`config.mk`:
```
export PLATFORM = sky130hd
export DESIGN_NAME = fnv1a32_bucket_index
export DESIGN_NICKNAME = d
export VERILOG_FILES = /design/src/rtl/core/fnvbi_pkg.sv /design/src/rtl/core/fnvbi_mix.sv /design/src/rtl/core/fnvbi_div.sv /design/src/rtl/core/fnv1a32_bucket_index.sv
export SDC_FILE = /design/constraint.sdc
export NUM_CORES = 1
export LEC_CHECK = 0
export BUFFER_PORTS_ARGS = -buffer_cell sky130_fd_sc_hd__buf_2
export CAP_MARGIN = 0
export CORE_ASPECT_RATIO = 0.8
export CORE_MARGIN = 4
export CORE_UTILIZATION = 35
export DETAILED_ROUTE_END_ITERATION = 12
export GPL_ROUTABILITY_DRIVEN = 0
export HOLD_SLACK_MARGIN = 0.05
export PLACE_DENSITY = 0.62
export RECOVER_POWER = 50
export REMOVE_ABC_BUFFERS = 1
export SYNTH_ARGS = -nofsm -noshare
export SYNTH_HDL_FRONTEND = slang
export SYNTH_HIERARCHICAL = 1
export SYNTH_SLANG_ARGS = --single-unit
```
`constraint.sdc`:
```
create_clock -name clk -period 19 [get_ports clk]
set_clock_uncertainty 0.05 [all_clocks]
set_input_delay 3.8 -clock clk [delete_from_list [all_inputs] [get_ports clk]]
set_output_delay 3.8 -clock clk [all_outputs]
set_load 0.02 [all_outputs]
```
`src/rtl/core/fnvbi_pkg.sv`:
```
// ----------------------------------------------------------------------------
// FNV-1a bucket index package
// Widths, hash constants and the divider status type.
// ----------------------------------------------------------------------------
package fnvbi_pkg;

  localparam int HASH_W = 32;
  localparam int BYTE_W = 8;
  localparam int CNT_W  = $clog2(HASH_W);

  localparam logic [HASH_W-1:0] FNV_OFFSET = 32'd2166136261;
  localparam logic [HASH_W-1:0] FNV_PRIME  = 32'd16777619;

  typedef struct packed {
    logic busy;
  } div_status_t;

endpackage

```
`src/rtl/core/fnvbi_mix.sv`:
```
// ----------------------------------------------------------------------------
// FNV-1a mixing step
// XORs one key byte into the hash and multiplies by the FNV prime mod 2^32.
// ----------------------------------------------------------------------------
module fnvbi_mix (
  input  logic [fnvbi_pkg::HASH_W-1:0] hash_in,
  input  logic [fnvbi_pkg::BYTE_W-1:0] key_byte,
  output logic [fnvbi_pkg::HASH_W-1:0] hash_out
);

  logic [fnvbi_pkg::HASH_W-1:0] mixed;

  assign mixed    = hash_in ^ {{(fnvbi_pkg::HASH_W-fnvbi_pkg::BYTE_W){1'b0}}, key_byte};
  assign hash_out = mixed * fnvbi_pkg::FNV_PRIME;

endmodule

```
`src/rtl/core/fnvbi_div.sv`:
```
// ----------------------------------------------------------------------------
// FNV-1a remainder unit
// Restoring shift-subtract unit that decides one quotient bit per cycle while busy,
// discards the quotient and keeps the remainder of a 32-bit dividend over a nonzero 32-bit divisor.
// ----------------------------------------------------------------------------
module fnvbi_div (
  input  logic                          clk,
  input  logic                          rst,
  input  logic                          start,
  input  logic [fnvbi_pkg::HASH_W-1:0]  dividend,
  input  logic [fnvbi_pkg::HASH_W-1:0]  divisor,
  output logic [fnvbi_pkg::HASH_W-1:0]  remainder,
  output fnvbi_pkg::div_status_t        status
);

  logic [fnvbi_pkg::HASH_W-1:0] dvd;
  logic [fnvbi_pkg::HASH_W-1:0] dsr;
  logic [fnvbi_pkg::HASH_W-1:0] rem;
  logic [fnvbi_pkg::HASH_W-1:0] rem_next;
  logic [fnvbi_pkg::CNT_W-1:0]  cnt;
  logic                         busy;
  logic [fnvbi_pkg::HASH_W:0]   trial;

  assign trial = {rem, dvd[fnvbi_pkg::HASH_W-1]};

  always_comb begin
    if (trial >= {1'b0, dsr}) begin
      rem_next = fnvbi_pkg::HASH_W'(trial - {1'b0, dsr});
    end else begin
      rem_next = trial[fnvbi_pkg::HASH_W-1:0];
    end
  end

  always_ff @(posedge clk) begin
    if (rst) begin
      busy <= 1'b0;
      cnt  <= '0;
    end else if (start) begin
      busy <= 1'b1;
      cnt  <= '0;
      dvd  <= dividend;
      dsr  <= divisor;
      rem  <= '0;
    end else if (busy) begin
      rem <= rem_next;
      dvd <= {dvd[fnvbi_pkg::HASH_W-2:0], 1'b0};
      cnt <= cnt + 1'b1;
      if (cnt == {fnvbi_pkg::CNT_W{1'b1}}) begin
        busy <= 1'b0;
      end
    end
  end

  assign remainder   = rem;
  assign status.busy = busy;

endmodule

```
`src/rtl/core/fnv1a32_bucket_index.sv`:
```
// Middle key bytes fold into the running hash; a new byte is accepted every
// cycle while the block is idle. A final byte or an empty-key item is
// reduced by the 32 one-bit steps of the remainder unit before its result is valid.
// Input is not accepted again until that result is loaded into the output register.
// Synchronous reset loads the offset basis, sets the bucket count to one
// and empties the output register.
// ----------------------------------------------------------------------------
// FNV-1a bucket index
// Streams key bytes through a running FNV-1a hash and gives the finished
// hash with its bucket index modulo the configured bucket count (zero acts as one).
// ----------------------------------------------------------------------------
module fnv1a32_bucket_index (
  input  logic                            clk,
  input  logic                            rst,
  input  logic                            cfg_we,
  input  logic [fnvbi_pkg::HASH_W-1:0]    cfg_wdata,
  input  logic                            s_axis_tvalid,
  output logic                            s_axis_tready,
  input  logic [fnvbi_pkg::BYTE_W-1:0]    s_axis_tdata,   // key_byte
  input  logic                            s_axis_tlast,   // last_byte
  input  logic                            s_axis_tuser,   // empty_key
  output logic                            m_axis_tvalid,
  input  logic                            m_axis_tready,
  output logic [2*fnvbi_pkg::HASH_W-1:0]  m_axis_tdata    // bucket_index, hash_value
);

  typedef enum logic [1:0] {
    S_IDLE,
    S_START,
    S_DIV
  } state_t;

  state_t                        state;
  logic [fnvbi_pkg::HASH_W-1:0]  running_hash;
  logic [fnvbi_pkg::HASH_W-1:0]  bucket_count;
  logic [fnvbi_pkg::HASH_W-1:0]  eff_count;
  logic [fnvbi_pkg::HASH_W-1:0]  hash_res;
  logic [fnvbi_pkg::HASH_W-1:0]  product;
  logic [fnvbi_pkg::HASH_W-1:0]  remainder;
  logic [fnvbi_pkg::HASH_W-1:0]  out_hash;
  logic [fnvbi_pkg::HASH_W-1:0]  out_index;
  logic                          out_valid;
  logic                          out_load;
  logic                          in_acc;
  fnvbi_pkg::div_status_t        div_status;

  assign s_axis_tready = (state == S_IDLE);
  assign in_acc        = s_axis_tvalid && s_axis_tready;
  assign eff_count     = (bucket_count == '0) ? fnvbi_pkg::HASH_W'(1) : bucket_count;
  assign out_load      = (state == S_DIV) && !div_status.busy && (!out_valid || m_axis_tready);

  fnvbi_mix u_mix (
    .hash_in  (running_hash),
    .key_byte (s_axis_tdata),
    .hash_out (product)
  );

  fnvbi_div u_div (
    .clk       (clk),
    .rst       (rst),
    .start     (state == S_START),
    .dividend  (hash_res),
    .divisor   (eff_count),
    .remainder (remainder),
    .status    (div_status)
  );

  always_ff @(posedge clk) begin
    if (rst) begin
      state        <= S_IDLE;
      running_hash <= fnvbi_pkg::FNV_OFFSET;
      bucket_count <= fnvbi_pkg::HASH_W'(1);
      out_valid    <= 1'b0;
    end else begin
      if (cfg_we) begin
        bucket_count <= cfg_wdata;
      end
      if (out_load) begin
        out_valid <= 1'b1;
      end else if (out_valid && m_axis_tready) begin
        out_valid <= 1'b0;
      end
      case (state)
        S_IDLE: begin
          if (in_acc) begin
            if (s_axis_tuser) begin
              hash_res     <= fnvbi_pkg::FNV_OFFSET;
              running_hash <= fnvbi_pkg::FNV_OFFSET;
              state        <= S_START;
            end else if (s_axis_tlast) begin
              hash_res     <= product;
              running_hash <= fnvbi_pkg::FNV_OFFSET;
              state        <= S_START;
            end else begin
              running_hash <= product;
            end
          end
        end
        S_START: begin
          state <= S_DIV;
        end
        S_DIV: begin
          if (out_load) begin
            out_hash  <= hash_res;
            out_index <= remainder;
            state     <= S_IDLE;
          end
        end
        default: begin
          state <= S_IDLE;
        end
      endcase
    end
  end

  assign m_axis_tvalid = out_valid;
  assign m_axis_tdata  = {out_index, out_hash};

endmodule

```
Yosys cells after proc, flatten, opt, wreduce, memory -nomap -nowiden

Index checks and enable logic that the tools add are counted.
W data, S select, Z words.

Add/sub/neg operators: 2
Multipliers: 1
$lt $le $gt $ge: 1
Equal/unequal tests: 6
Mux-type cells: 17
Bitwise gates (word level): 2
Reduce and logical (&&, ||, !) cells: 19

Operators by type and width:

| kind                     | number |
|---|---|
| $mux W32                 | 7 |
| $ge A33 B32 Y1           | 1 |
| $logic_not A32 Y1        | 1 |
| $mul A32 B25 Y32 const B | 1 |
| $sub A32 B32 Y32         | 1 |
| $xor A32 B8 Y32          | 1 |
| $mux W2                  | 4 |
| $pmux W2 S3              | 1 |
| $reduce_and A2 Y1        | 3 |
| $reduce_and A3 Y1        | 2 |
| $reduce_bool A2 Y1       | 3 |
| $add A5 B1 Y5 const B    | 1 |
| $eq A5 B5 Y1 const B     | 1 |
| $mux W1                  | 5 |
| $logic_and A1 B1 Y1      | 4 |
| $reduce_and A4 Y1        | 1 |
| $ne A3 B1 Y1 const B     | 1 |
| $eq A2 B1 Y1 const B     | 1 |
| $eq A2 B2 Y1 const B     | 1 |
| $logic_not A1 Y1         | 2 |
| $logic_not A2 Y1         | 1 |
| $ne A2 B1 Y1 const B     | 1 |
| $ne A2 B2 Y1 const B     | 1 |
| $reduce_or A2 Y1         | 1 |
| other kinds (2)          | 2 |

Bits in registers: 265
Input bits: 47
Output and inout bits: 66
Logic and storage cells: 60

Longest topological paths before layout

Gate-level depths: netlist of run 1.

Depth in word-level cells: 5
Mapped depth: 24
Mapped depth without buffers: 24

Modules after synthesis

The synthesis of run 1 kept the hierarchy.

By module, submodules not included:

| module               | instances | cells an instance | area each (µm²) | sequential area each (µm²) |
|---|---|---|---|---|
| fnvbi_div            | 1         | 534               | 5,978.2         | 3,002.9 |
| fnv1a32_bucket_index | 1         | 438               | 5,848.1         | 4,224.1 |
| fnvbi_mix            | 1         | 619               | 5,769.3         | 0.0 |

Least setup slack after synthesis of run 1

No wires, ideal clock.

Path type: input -> register
Start: input rst
End: register out_hash[0] (netlist bit) (enable)
Library setup time: 0.666 ns
Arrival time: 10.765 ns
Data required time: 18.284 ns
Path slack: 7.519 ns
Stages on the path: 3
Buffers on the path: 2
Cell sequence: clkbuf_1 clkbuf_1 nor4b_1

Word-level cells in the longest chain between the ends: 2

Ends and longest elaborated chain:

| item                        | RTL line                    | RTL |
|---|---|---|
| start: declaration          | fnv1a32_bucket_index.sv:14  | `input logic rst,` |
| $not A1 Y1 (no line)        | --                          |  |
| $reduce_and A3 Y1 (no line) | --                          |  |
| end signal: assignment      | fnv1a32_bucket_index.sv:104 | `out_hash <= hash_res;` |
| end: declaration            | fnv1a32_bucket_index.sv:40  | `logic [fnvbi_pkg::HASH_W-1:0] out_hash;` |

No other way between the ends.
A chain may end at the register's enable or synchronous reset.

Final worst setup path of run 1

Start: input s_axis_tdata[4] (netlist bit)
End: register running_hash[27] (netlist bit)

Word-level cells in the longest chain between the ends: 4

Ends and longest elaborated chain:

| item                   | RTL line                   | RTL |
|---|---|---|
| start: declaration     | fnv1a32_bucket_index.sv:19 | `input logic [fnvbi_pkg::BYTE_W-1:0] s_axis_tdata,` |
| $xor A32 B8 Y32        | fnvbi_mix.sv:13            | `assign mixed = hash_in ^ {{(fnvbi_pkg::HASH_W-fnvbi_pkg::BYTE_W){1'b0}}, key_byte};` |
| $mul A32 B25 Y32       | fnvbi_mix.sv:14            | `assign hash_out = mixed * fnvbi_pkg::FNV_PRIME;` |
| via product, one bit   | fnv1a32_bucket_index.sv:38 | `logic [fnvbi_pkg::HASH_W-1:0] product;` |
| $mux W32               | fnv1a32_bucket_index.sv:90 | `end else if (s_axis_tlast) begin` |
| $mux W32               | fnv1a32_bucket_index.sv:86 | `if (s_axis_tuser) begin` |
| end signal: assignment | fnv1a32_bucket_index.sv:88 | `running_hash <= fnvbi_pkg::FNV_OFFSET;` |
| end signal: assignment | fnv1a32_bucket_index.sv:92 | `running_hash <= fnvbi_pkg::FNV_OFFSET;` |
| end signal: assignment | fnv1a32_bucket_index.sv:95 | `running_hash <= product;` |
| end: declaration       | fnv1a32_bucket_index.sv:34 | `logic [fnvbi_pkg::HASH_W-1:0] running_hash;` |

The timed path passes the listed nets, and every way through them passes these cells.

==> results of run 1 <==
critical path: cells and delay by family:
family,cells,cell delay [ns]
adders and majority gates,8,3.00
AOI/OAI and AO/OA,5,1.08
xor gates and xnor gates,2,0.71
and+or+nand+nor,4,0.68
buffers and inverters,3,0.21
sequential cells by signal, summed over array words and instances, names as in the netlist, 32 cells and up:
signal	flops
u_div/dsr	32
u_div/remainder	32
bucket_count	32
hash_res	32
out_hash	32
out_index	32
running_hash	32
u_div/dvd	32
stage by stage:
step / hold WS, ns / utilization / cell area, um2 / cells / setup slack [ns]
6_report: 0.393 / 0.395 / 19600 / 2361 / 9.76
5_1_grt: 0.410 / 0.395 / 19600 / 2361 / 9.42
4_1_cts: 0.394 / 0.396 / 19700 / 2361 / 9.92
3_5_place_dp: 0.380 / 0.377 / 18800 / 2307 / 9.37
3_3_place_gp: 0.382 / 0.377 / 18800 / 2307 / 9.50
2_1_floorplan: 0.368 / - / 17200 / 1508 / 7.86
cell type report:
type,count,area share
repair buffers,124,0.0294
clock inverters,13,0.00504
clock buffers,41,0.0425
multi-input cells,1028,0.470
well taps,675,0.0431
inverters,215,0.0412
flip-flops and latches,265,0.369
metal layers:
layer | global-route usage | wire [um] | up-vias
met5 | 0 | 0 | -
met4 | 0.0367 | 1020 | 0
met3 | 0.0319 | 2740 | 56
met2 | 0.227 | 17300 | 317
met1 | 0.250 | 22200 | 5765
li1 | - | - | 5679
cells in the mapped netlist, types with 4 or more instances:
| library cell | count | area, um2 |
|---|---|---|
| ha_1 | 218 | 2730 |
| inv_1 | 215 | 807 |
| edfxtp_1 | 192 | 5770 |
| nor2_1 | 99 | 372 |
| a21oi_1 | 79 | 395 |
| fa_1 | 75 | 1500 |
| dfxtp_1 | 73 | 1460 |
| nand2_1 | 65 | 244 |
| clkbuf_1 | 57 | 214 |
| mux2i_1 | 54 | 541 |
| xnor2_1 | 44 | 385 |
| xor2_1 | 35 | 307 |
| mux2_2 | 31 | 349 |
| nor2b_1 | 28 | 175 |
| o21bai_1 | 25 | 188 |
| o21ai_0 | 22 | 110 |
| a21o_1 | 20 | 150 |
| nand3b_1 | 20 | 150 |
| nor3_1 | 16 | 80.1 |
| or2_2 | 16 | 100 |
| a211oi_1 | 15 | 113 |
| buf_2 | 15 | 75.1 |
| nand3_1 | 12 | 60.1 |
| o21a_1 | 11 | 82.6 |
| nand4_1 | 10 | 62.6 |
| nor3_2 | 10 | 100 |
| o21ai_1 | 9 | 45.0 |
| nor4_1 | 8 | 50.1 |
| a31oi_1 | 7 | 43.8 |
| and2_1 | 7 | 43.8 |
| nand2b_1 | 7 | 43.8 |
| and3_1 | 6 | 37.5 |
| o211ai_1 | 6 | 45.0 |
| or3_1 | 6 | 37.5 |
| a21oi_2 | 5 | 43.8 |
| o2111ai_1 | 5 | 43.8 |
| a211o_1 | 4 | 35.0 |
| buf_1 | 4 | 15.0 |
| nor3b_1 | 4 | 30.0 |
cells by family after synthesis:
kind of cell,Yosys count,synth area share
muxes,85,0.0506
and+or+nand+nor,325,0.0964
DFF,265,0.411
xor gates and xnor gates,79,0.0393
adders and majority gates,293,0.240
AOI/OAI and AO/OA,246,0.0961
buffers and inverters,298,0.0666
layout by cell type (no fill, tap or decap), drive strengths merged, types with 7 or more instances in the layout:
master / n
a211oi: 17
a21o: 21
a21oi: 84
a31oi: 7
and2: 7
buf: 70
clkbuf: 95
clkinv: 9
dfxtp: 73
edfxtp: 192
fa: 75
ha: 218
inv: 217
mux2: 31
mux2i: 54
nand2: 65
nand2b: 7
nand3: 12
nand3b: 20
nand4: 10
nor2: 99
nor2b: 28
nor3: 26
nor3b: 7
nor4: 9
o21a: 11
o21ai: 32
o21bai: 25
or2: 16
xnor2: 44
xor2: 35
worst paths after layout:
check                               start                       endpoint  slack [ns]  cells after the start
max                       s_axis_tdata[4]  running_hash[27]$_SDFFE_PP0P_        9.76                     22
min reg2reg    hash_res[16]$_SDFFCE_PP0P_         out_hash[16]$_DFFE_PP_        0.39                      0
min            hash_res[16]$_SDFFCE_PP0P_         out_hash[16]$_DFFE_PP_        0.39                      0
max reg2reg  running_hash[4]$_SDFFE_PP0P_  running_hash[27]$_SDFFE_PP0P_       12.68                     21
==> run summary, run 1 <==
Synth Instances: 1591
Syn Area/Cell: 11.1 um2
Initial DRC count: 831
CP cell instances: buf_2, xor2_1, ha_1, ha_1, fa_1, ha_1, fa_1, ha_1, inv_1, fa_1, inv_1, ha_1, and3_1, nand2_1, a21oi_2, o311ai_2, o31a_1, o21ai_1, xor2_1, nor2b_1, nand3b_1, a21oi_1
Final routed DRC violation total: 0
Worst Max-Slew Pin Slew: 2.89 ns
Layout cells sized above 1: 0.112
First-pass GRT wire length: 68900 um
Setup-failing EPs final: 0
Postcts setup bufs: 0
Final min period: 9.24 ns
WL/cell: 18.3 um
Clock Tree Buf Depth: 3
Post-synth EDFFs: 192
Slew HR: -0.929
Core ar.: 0.0497 mm2
Fin nets: 2003
Failing checks: max-capacitance violations, max-slew violations
Seq/Total Area, Yosys: 0.411
Worst Path Required: 19.27 ns
# fillers: 4851
Max-cap violations: 5
Max incr delay on CP: 0.61 ns
Final HPWL from detailed placement: 32700 um
CP max-delay cell: o311ai_2
Startpoint types: primary input
FF+latch count, synth: 265
Number of antenna cells inserted: 0
Final worst path period share: 0.486
TritonCTS buffer count: 29
CP Max Fanout: 6
Clk slew on worst S/H paths: 0.07 ns
H-tree lvl count: 1
Largest net degree at the start of global routing: 65
Critical Path End Type: flop
DIE AREA: 0.0539 mm2
CTS tree: built
Fmax: 0.108 GHz
Hold_buf cts: 0
Post-Syn Area: 0.0176 mm2
Final Hold Violating Endpoints: 0
First-pass DRT Iterations: 5
Register Area: 0.00723 mm2
Setup TNS: 0 ns
Area of the multi-input gates: 0.00922 mm2
Post-cts resize count: 0
Synth Flop Type: edfxtp_1
Root buf cell: clkbuf_16
CP Data Arrival Time: 9.51 ns
Sink Count: 265
Area Growth Syn to Fin: 11.4%
Status: finished, violations left
Die H: 209 um
Yosys cell types: 74
Port Buffers: 112
WL final: 43200 um
Clk Latency, worst-skew pair: 0.57 ns
Crit Path Class: primary input to flop
DIE WIDTH: 259 um
Ys Warns: 6
RSZ-0062 raised after global routing: no
Vias in the first global route: 12.0k
DR vias: 11.8k
CP most frequent cell: ha_1
Initial antenna violation count: 0
Vias per Instance: 5.01
HP Class: flop to flop
GRT Overall Usage: 0.160
IO Pins: 113
Rows: 73
Starting Density: 0.354
Antenna Violating Nets Remaining: 0
Async S/R FF share, synth: 0
Slew Limit Fails: 191
GRT Residual Overflow: 0
Power of run 1 is left out: the tool's default activity adds up to more than one toggle a clock period on the data nets, which glitch-free logic cannot reach.
==> run 2, diff against run 1 <==
--- a/config.mk
+++ b/config.mk
@@ -5,6 +5,7 @@
 export SDC_FILE = /design/constraint.sdc
 export NUM_CORES = 1
 export LEC_CHECK = 0
+export ABC_AREA = 1
 export BUFFER_PORTS_ARGS = -buffer_cell sky130_fd_sc_hd__buf_2
 export CAP_MARGIN = 0
 export CORE_ASPECT_RATIO = 0.8
==> constraint.sdc (replaced) <==
create_clock -name clk -period 8.9 [get_ports clk]
set_clock_uncertainty 0.05 [all_clocks]
set_input_delay 1.78 -clock clk [delete_from_list [all_inputs] [get_ports clk]]
set_output_delay 1.78 -clock clk [all_outputs]
set_load 0.02 [all_outputs]
==> run 2 against run 1 <==
  * The flow still finishes with violations (max-capacitance violations, max-slew violations)
  * Wire length grew 14%
  * Synthesized cell count grew 43%
  * Area after synthesis grew 8.3%
  * Utilization shrank 0.25 points
  * Worst setup slack got worse by 7.5 ns
  * Sequential share of layout area decreased by 2.6 points
  * Global-route usage up 0.85 points
  * First-iteration DRC count is 32% higher
  * Critical path type unchanged
  * Critical endpoint is now running_hash[21]$_SDFFE_PP0P_
==> run summary, run 2 <==
Max-cap violations: 5 (unchanged)
First-pass DRT Iterations: 5 (unchanged)
Async S/R FF share, synth: 0 (unchanged)
DR vias: 14.6k (was 11.8k)
DR top layer: met5 (was met4)
Area Growth Syn to Fin: 10.7% (was 11.4%)
Clk slew on worst S/H paths: 0.06 ns (was 0.07 ns)
Startpoint types: primary input (unchanged)
Main area contributors after synthesis: edfxtp_1 (30%), ha_1 (14%), nand2_1 (11%) (was edfxtp_1 (33%), ha_1 (16%), fa_1 (8.5%))
DIE WIDTH: 269 um (was 259 um)
CP Data Arrival Time: 7.07 ns (was 9.51 ns)
HP Class: flop to flop (unchanged)
Setup TNS: 0 ns (unchanged)
Post-synth EDFFs: 192 (unchanged)
Register Area: 0.00723 mm2 (unchanged)
Met3 WL: 3920 um (was 2740 um)
Die H: 217 um (was 209 um)
Postcts setup bufs: 0 (unchanged)
Post-cts resize count: 0 (unchanged)
Initial DRC count: 1100 (was 831)
Port Buffers: 112 (unchanged)
Hold_buf cts: 0 (unchanged)
Crit Path Class: primary input to flop (unchanged)
Final min period: 6.65 ns
Most instantiated cells after synthesis: nand2_1 (541), inv_1 (421), nor2_1 (263) (was ha_1 (218), inv_1 (215), edfxtp_1 (192))
FF+latch count, synth: 265 (unchanged)
Status: finished, violations left (unchanged)
RSZ-0062 raised after global routing: no (unchanged)
Failing checks: max-capacitance violations, max-slew violations (unchanged)
Final worst path period share: 0.747
First-pass GRT wire length: 78200 um (was 68900 um)
Final routed DRC violation total: 0 (unchanged)
H-tree lvl count: 1 (unchanged)
Fin nets: 2697 (was 2003)
Fmax: 0.150 GHz
Synth Instances: 2283 (was 1591)
Routed length on met1: 23200 um (was 22200 um)
Seq/Total Area, Yosys: 0.379 (was 0.411)
Core ar.: 0.0538 mm2 (was 0.0497 mm2)
Starting Density: 0.354 (about the same)
Syn Area/Cell: 8.35 um2 (was 11.1 um2)
WL/cell: 16.0 um (was 18.3 um)
Largest net degree at the start of global routing: 65 (unchanged)
Ys Warns: 6 (unchanged)
Synth Flop Type: edfxtp_1 (unchanged)
Worst Max-Slew Pin Slew: 3.00 ns (was 2.89 ns)
Slew Limit Fails: 227 (was 191)
WL final: 49200 um (was 43200 um)
Most frequent cells in the layout: nand2_1 (541), inv_1 (423), nor2_1 (260), ha_1 (218), edfxtp_1 (192) (was ha_1 (218), inv_1 (215), edfxtp_1 (192), nor2_1 (98), a21oi_1 (79))
Top cell type by total area after synthesis: edfxtp_1 (unchanged)
# fillers: 5434 (was 4851)
Area of the multi-input gates: 0.00985 mm2 (was 0.00922 mm2)
Clock Tree Buf Depth: 3 (unchanged)
Final HPWL from detailed placement: 38400 um (was 32700 um)
Metal2 WL: 21200 um (was 17300 um)
Dpl cells: 3029 (was 2307)
Worst Path Required: 9.32 ns (was 19.27 ns)
Layout cells sized above 1: 0.0803 (was 0.112)
Sink Count: 265 (unchanged)
GRT Residual Overflow: 0 (unchanged)
CP Max Fanout: 6 (unchanged)
Vias in the first global route: 14.5k (was 12.0k)
Dominant cell by count in the synthesized netlist: nand2_1 (was ha_1)
Yosys cell types: 43 (was 74)
Clk Latency, worst-skew pair: 0.55 ns (was 0.57 ns)
Setup-failing EPs final: 0 (unchanged)
Vias per Instance: 4.75 (was 5.01)
Antenna Violating Nets Remaining: 0 (unchanged)
Post-Syn Area: 0.0191 mm2 (was 0.0176 mm2)
TritonCTS buffer count: 28 (was 29)
Final Hold Violating Endpoints: 0 (unchanged)
Most common cell after layout, fill and taps aside: nand2_1 (was ha_1)
CTS tree: built (unchanged)
Post-route insts no fill: 3082 (was 2361)
IO Pins: 113 (unchanged)
Root buf cell: clkbuf_16 (unchanged)
Yosys top cell area share: 0.303 (was 0.328)
Initial antenna violation count: 3 (was 0)
DIE AREA: 0.0583 mm2 (was 0.0539 mm2)
GRT Overall Usage: 0.168 (was 0.160)
Rows: 76 (was 73)
Slew HR: -1.01 (was -0.929)
Critical Path End Type: flop (unchanged)
-- run 2: cell count changes after synthesis, moves of 31 or more --
cell     previous run  this run
inv_1             215       421
mux2_2             31         0
mux2i_1            54         0
nand2_1            65       541
nand3_1            12        75
nor2_1             99       263
o21ai_0            22        76
xnor2_1            44         6
-- run 2: worst paths after layout --
path,startpoint,to,slack [ns],cells past startpoint
hold reg to reg,bucket_count[7]$_SDFFE_PP0P_,u_div/dsr[7]$_DFFE_PP_,0.39,0
setup / recovery,s_axis_tdata[4],running_hash[21]$_SDFFE_PP0P_,2.25,23
setup reg to reg,state[0]$_SDFFE_PP0P_,u_div/remainder[31]$_SDFFCE_PP0P_,3.12,8
hold / removal,bucket_count[7]$_SDFFE_PP0P_,u_div/dsr[7]$_DFFE_PP_,0.39,0
-- run 2: metal layers --
layer | GRT usage | vias up
li1 | - | 7310
met1 | 0.243 | 6875
met2 | 0.262 | 406
met3 | 0.0334 | 51
met4 | 0.0381 | 4
met5 | 0 | -
-- run 2: layout make-up --
type,count,area share
antenna,1,0.000119
clock inverter,14,0.00984
sequential,265,0.342
tap,702,0.0416
timing repair buffer,118,0.0249
clock buffer,38,0.0374
inverter,431,0.0768
multi-input combinational,1513,0.467
-- run 2: stage by stage --
stage | util | hold slack, ns | cell area [um2] | setup slack (ns)
3_3_place_gp | 0.375 | 0.385 | 20200 | 1.76
6_report | 0.392 | 0.394 | 21100 | 2.25
3_5_place_dp | 0.375 | 0.385 | 20200 | 1.76
5_1_grt | 0.392 | 0.415 | 21100 | 2.00
4_1_cts | 0.394 | 0.401 | 21200 | 2.34
2_1_floorplan | - | 0.376 | 18700 | 2.53
-- run 2: cell families after synthesis --
group | after synthesis | synth area share
AO/OA/AOI/OAI | 169 | 0.0475
XOR/XNOR | 47 | 0.0216
adder cells (fa/ha/maj) | 293 | 0.222
buffers and inverters | 505 | 0.105
flip-flops | 265 | 0.379
AND/OR/NAND/NOR | 1004 | 0.225
-- run 2: worst max-delay path, stage by stage --
cell and delay, ns:
buf_2 0.12, xor2_1 0.68, ha_1 0.36, ha_1 0.30, fa_1 0.43, ha_1 0.23, fa_1 0.48, ha_1 0.29
inv_1 0.05, fa_1 0.52, inv_1 0.04, ha_1 0.36, nand2_1 0.12, inv_1 0.09, nand2_1 0.08, nor2_1 0.23
nand4_1 0.13, nand3_1 0.12, xor2_1 0.18, inv_1 0.06, nor2_1 0.15, a21oi_1 0.09, nor2_1 0.17
Power of run 2 is left out for the same reason.
==> run 3, diff against run 2 <==
--- a/config.mk
+++ b/config.mk
@@ -14,7 +14,7 @@
 export DETAILED_ROUTE_END_ITERATION = 12
 export GPL_ROUTABILITY_DRIVEN = 0
 export HOLD_SLACK_MARGIN = 0.05
-export PLACE_DENSITY = 0.62
+export PLACE_DENSITY = 0.64
 export RECOVER_POWER = 50
 export REMOVE_ABC_BUFFERS = 1
 export SYNTH_ARGS = -nofsm -noshare
==> constraint.sdc (replaced) <==
create_clock -name clk -period 5.6 [get_ports clk]
set_clock_uncertainty 0.05 [all_clocks]
set_input_delay 1.12 -clock clk [delete_from_list [all_inputs] [get_ports clk]]
set_output_delay 1.12 -clock clk [all_outputs]
set_load 0.02 [all_outputs]
==> run 3 against run 2 <==
  * The run still ends with max-capacitance violations, max-slew violations left
  * Hold slack gained 0.0025 ns
  * Register-to-register slack got worse by 2.8 ns
  * Non-clock buffer count increased by 86
  * Clock-buffer cell count up 3
  * Wire length rose by 2.3%
  * Critical path depth grew 1
  * Global-route usage hardly changed
  * First-iteration DRC count decreased by 1.9%
  * Die area unchanged
  * Critical endpoint is now hash_res[17]$_SDFFCE_PP0P_
  * Utilization increased by 1.6 points
==> run summary, run 3 (same netlist as run 2, synthesis figures left out) <==
Starting Density: 0.354 (unchanged)
Hold_buf cts: 0 (unchanged)
Vias per Instance: 4.82 (was 4.75)
H-tree lvl count: 1 (unchanged)
First-pass DRT Iterations: 7 (was 5)
Register Area: 0.00723 mm2 (unchanged)
Initial DRC count: 1079 (was 1100)
GRT Overall Usage: 0.168 (about the same)
Clock Tree Buf Depth: 3 (unchanged)
Critical Path End Type: flop (unchanged)
IO Pins: 113 (unchanged)
Clk slew on worst S/H paths: 0.06 ns (about the same)
Core ar.: 0.0538 mm2 (unchanged)
Fin nets: 2783 (was 2697)
# fillers: 5309 (was 5434)
Rows: 76 (unchanged)
Post-route insts no fill: 3167 (was 3082)
Clk Latency, worst-skew pair: 0.55 ns (about the same)
Slew HR: -0.966 (was -1.01)
Vias in the first global route: 14.8k (was 14.5k)
Setup TNS: 0 ns (unchanged)
Gr busiest metal: met2 (unchanged)
Final worst path period share: 0.992
First-pass GRT wire length: 78700 um (was 78200 um)
WL/cell: 15.9 um (was 16.0 um)
Most frequent cells in the layout: nand2_1 (532), inv_1 (419), nor2_1 (243), ha_1 (200), edfxtp_1 (192) (was nand2_1 (541), inv_1 (423), nor2_1 (260), ha_1 (218), edfxtp_1 (192))
DP Worst Slack: -0.641 ns (was 1.76 ns)
CTS tree: built (unchanged)
Number of antenna cells inserted: 0 (was 1)
DR vias: 15.3k (was 14.6k)
Most common cell after layout, fill and taps aside: nand2_1 (unchanged)
GRT Residual Overflow: 0 (unchanged)
Failing checks: max-capacitance violations, max-slew violations (unchanged)
Layout cells sized above 1: 0.134 (was 0.0803)
Final HPWL from detailed placement: 38500 um (was 38400 um)
Final Hold Violating Endpoints: 0 (unchanged)
WL final: 50300 um (was 49200 um)
Dpl cells: 3113 (was 3029)
Max-cap violations: 4 (was 5)
HP Class: flop to flop (unchanged)
Util after Layout: 0.408 (was 0.392)
Slew Limit Fails: 201 (was 227)
Met3 Track Usage GR: 0.0242 (was 0.0334)
CP Data Arrival Time: 5.81 ns (was 7.07 ns)
DIE AREA: 0.0583 mm2 (unchanged)
DIE WIDTH: 269 um (unchanged)
Worst Path Required: 5.86 ns (was 9.32 ns)
TritonCTS buffer count: 28 (unchanged)
Fmax: 0.180 GHz
Initial antenna violation count: 2 (was 3)
Sink Count: 265 (unchanged)
GR Util met1: 0.242 (was 0.243)
Root buf cell: clkbuf_16 (unchanged)
Antenna Violating Nets Remaining: 0 (unchanged)
Status: finished, violations left (unchanged)
Die H: 217 um (unchanged)
Startpoint types: primary input (unchanged)
Final worst setup slack: 0.0460 ns (was 2.25 ns)
Final routed DRC violation total: 0 (unchanged)
Largest net degree at the start of global routing: 65 (unchanged)
Setup-failing EPs final: 0 (unchanged)
Area of the multi-input gates: 0.0102 mm2 (was 0.00985 mm2)
Crit Path Class: primary input to flop (unchanged)
CP Max Fanout: 4 (was 6)
Port Buffers: 112 (unchanged)
Final min period: 5.55 ns
Worst Max-Slew Pin Slew: 2.95 ns (was 3.00 ns)
Grt met2 use: 0.267 (was 0.262)
Area Growth Syn to Fin: 15.3% (was 10.7%)
run 3: cell types whose count changed in the layout (fill, tap and decap cells not counted), sizes merged:
cell / before / now
clkbuf: 96 / 112
diode: 1 / 0
bufinv: 5 / 1
buf: 60 / 133
clkinvlp: 2 / 1
clkinv: 6 / 8
run 3: timing repair:
action	4_1_cts	5_1_grt
endpoints found under the setup margin	10	40
pin swaps	0	16
buffers inserted	0	2
resized for setup	4	75
run 3: layer usage:
metal,vias up,routed length [um]
li1,7462,-
met1,7174,23400
met2,529,22000
met3,88,3460
met4,4,1430
met5,-,26
run 3: cell type report:
| cell class | count | area share |
|---|---|---|
| multi-input cells | 1513 | 0.464 |
| flip-flops and latches | 265 | 0.329 |
| inverters | 431 | 0.0739 |
| repair buffers | 204 | 0.0526 |
| well taps | 702 | 0.0400 |
| clock buffers | 41 | 0.0361 |
| clock inverters | 11 | 0.00416 |
run 3: final timing paths:
path	from	end	slack (ns)	depth (start not counted)
min	hash_res[18]$_SDFFCE_PP1P_	out_hash[18]$_DFFE_PP_	0.40	0
max reg2reg	running_hash[15]$_SDFFE_PP1P_	hash_res[24]$_SDFFCE_PP1P_	0.28	21
min reg2reg	hash_res[18]$_SDFFCE_PP1P_	out_hash[18]$_DFFE_PP_	0.40	0
max	s_axis_tdata[3]	hash_res[17]$_SDFFCE_PP0P_	0.05	24
run 3: worst max-delay path, stage by stage:
cell     delay, ns
buf_2         0.11
xnor2_2       0.14
buf_4         0.14
nor2_1        0.22
buf_4         0.18
ha_1          0.25
fa_1          0.43
ha_1          0.23
fa_1          0.48
ha_1          0.29
inv_1         0.05
fa_1          0.53
inv_1         0.05
ha_1          0.37
nand2_2       0.12
inv_1         0.10
buf_4         0.11
nand2_2       0.09
nor3_2        0.21
a21oi_1       0.14
xnor2_1       0.15
inv_1         0.06
nor2_1        0.05
buf_4         0.19
run 3: metrics by stage:
step / instance area (um2) / hold slack (ns)
after floorplan: 18700 / 0.376
after global placement: 20800 / 0.386
after detailed placement: 20800 / 0.392
after CTS: 21700 / 0.403
after global routing: 22000 / 0.412
final: 22000 / 0.397
Power of run 3 is left out for the same reason.
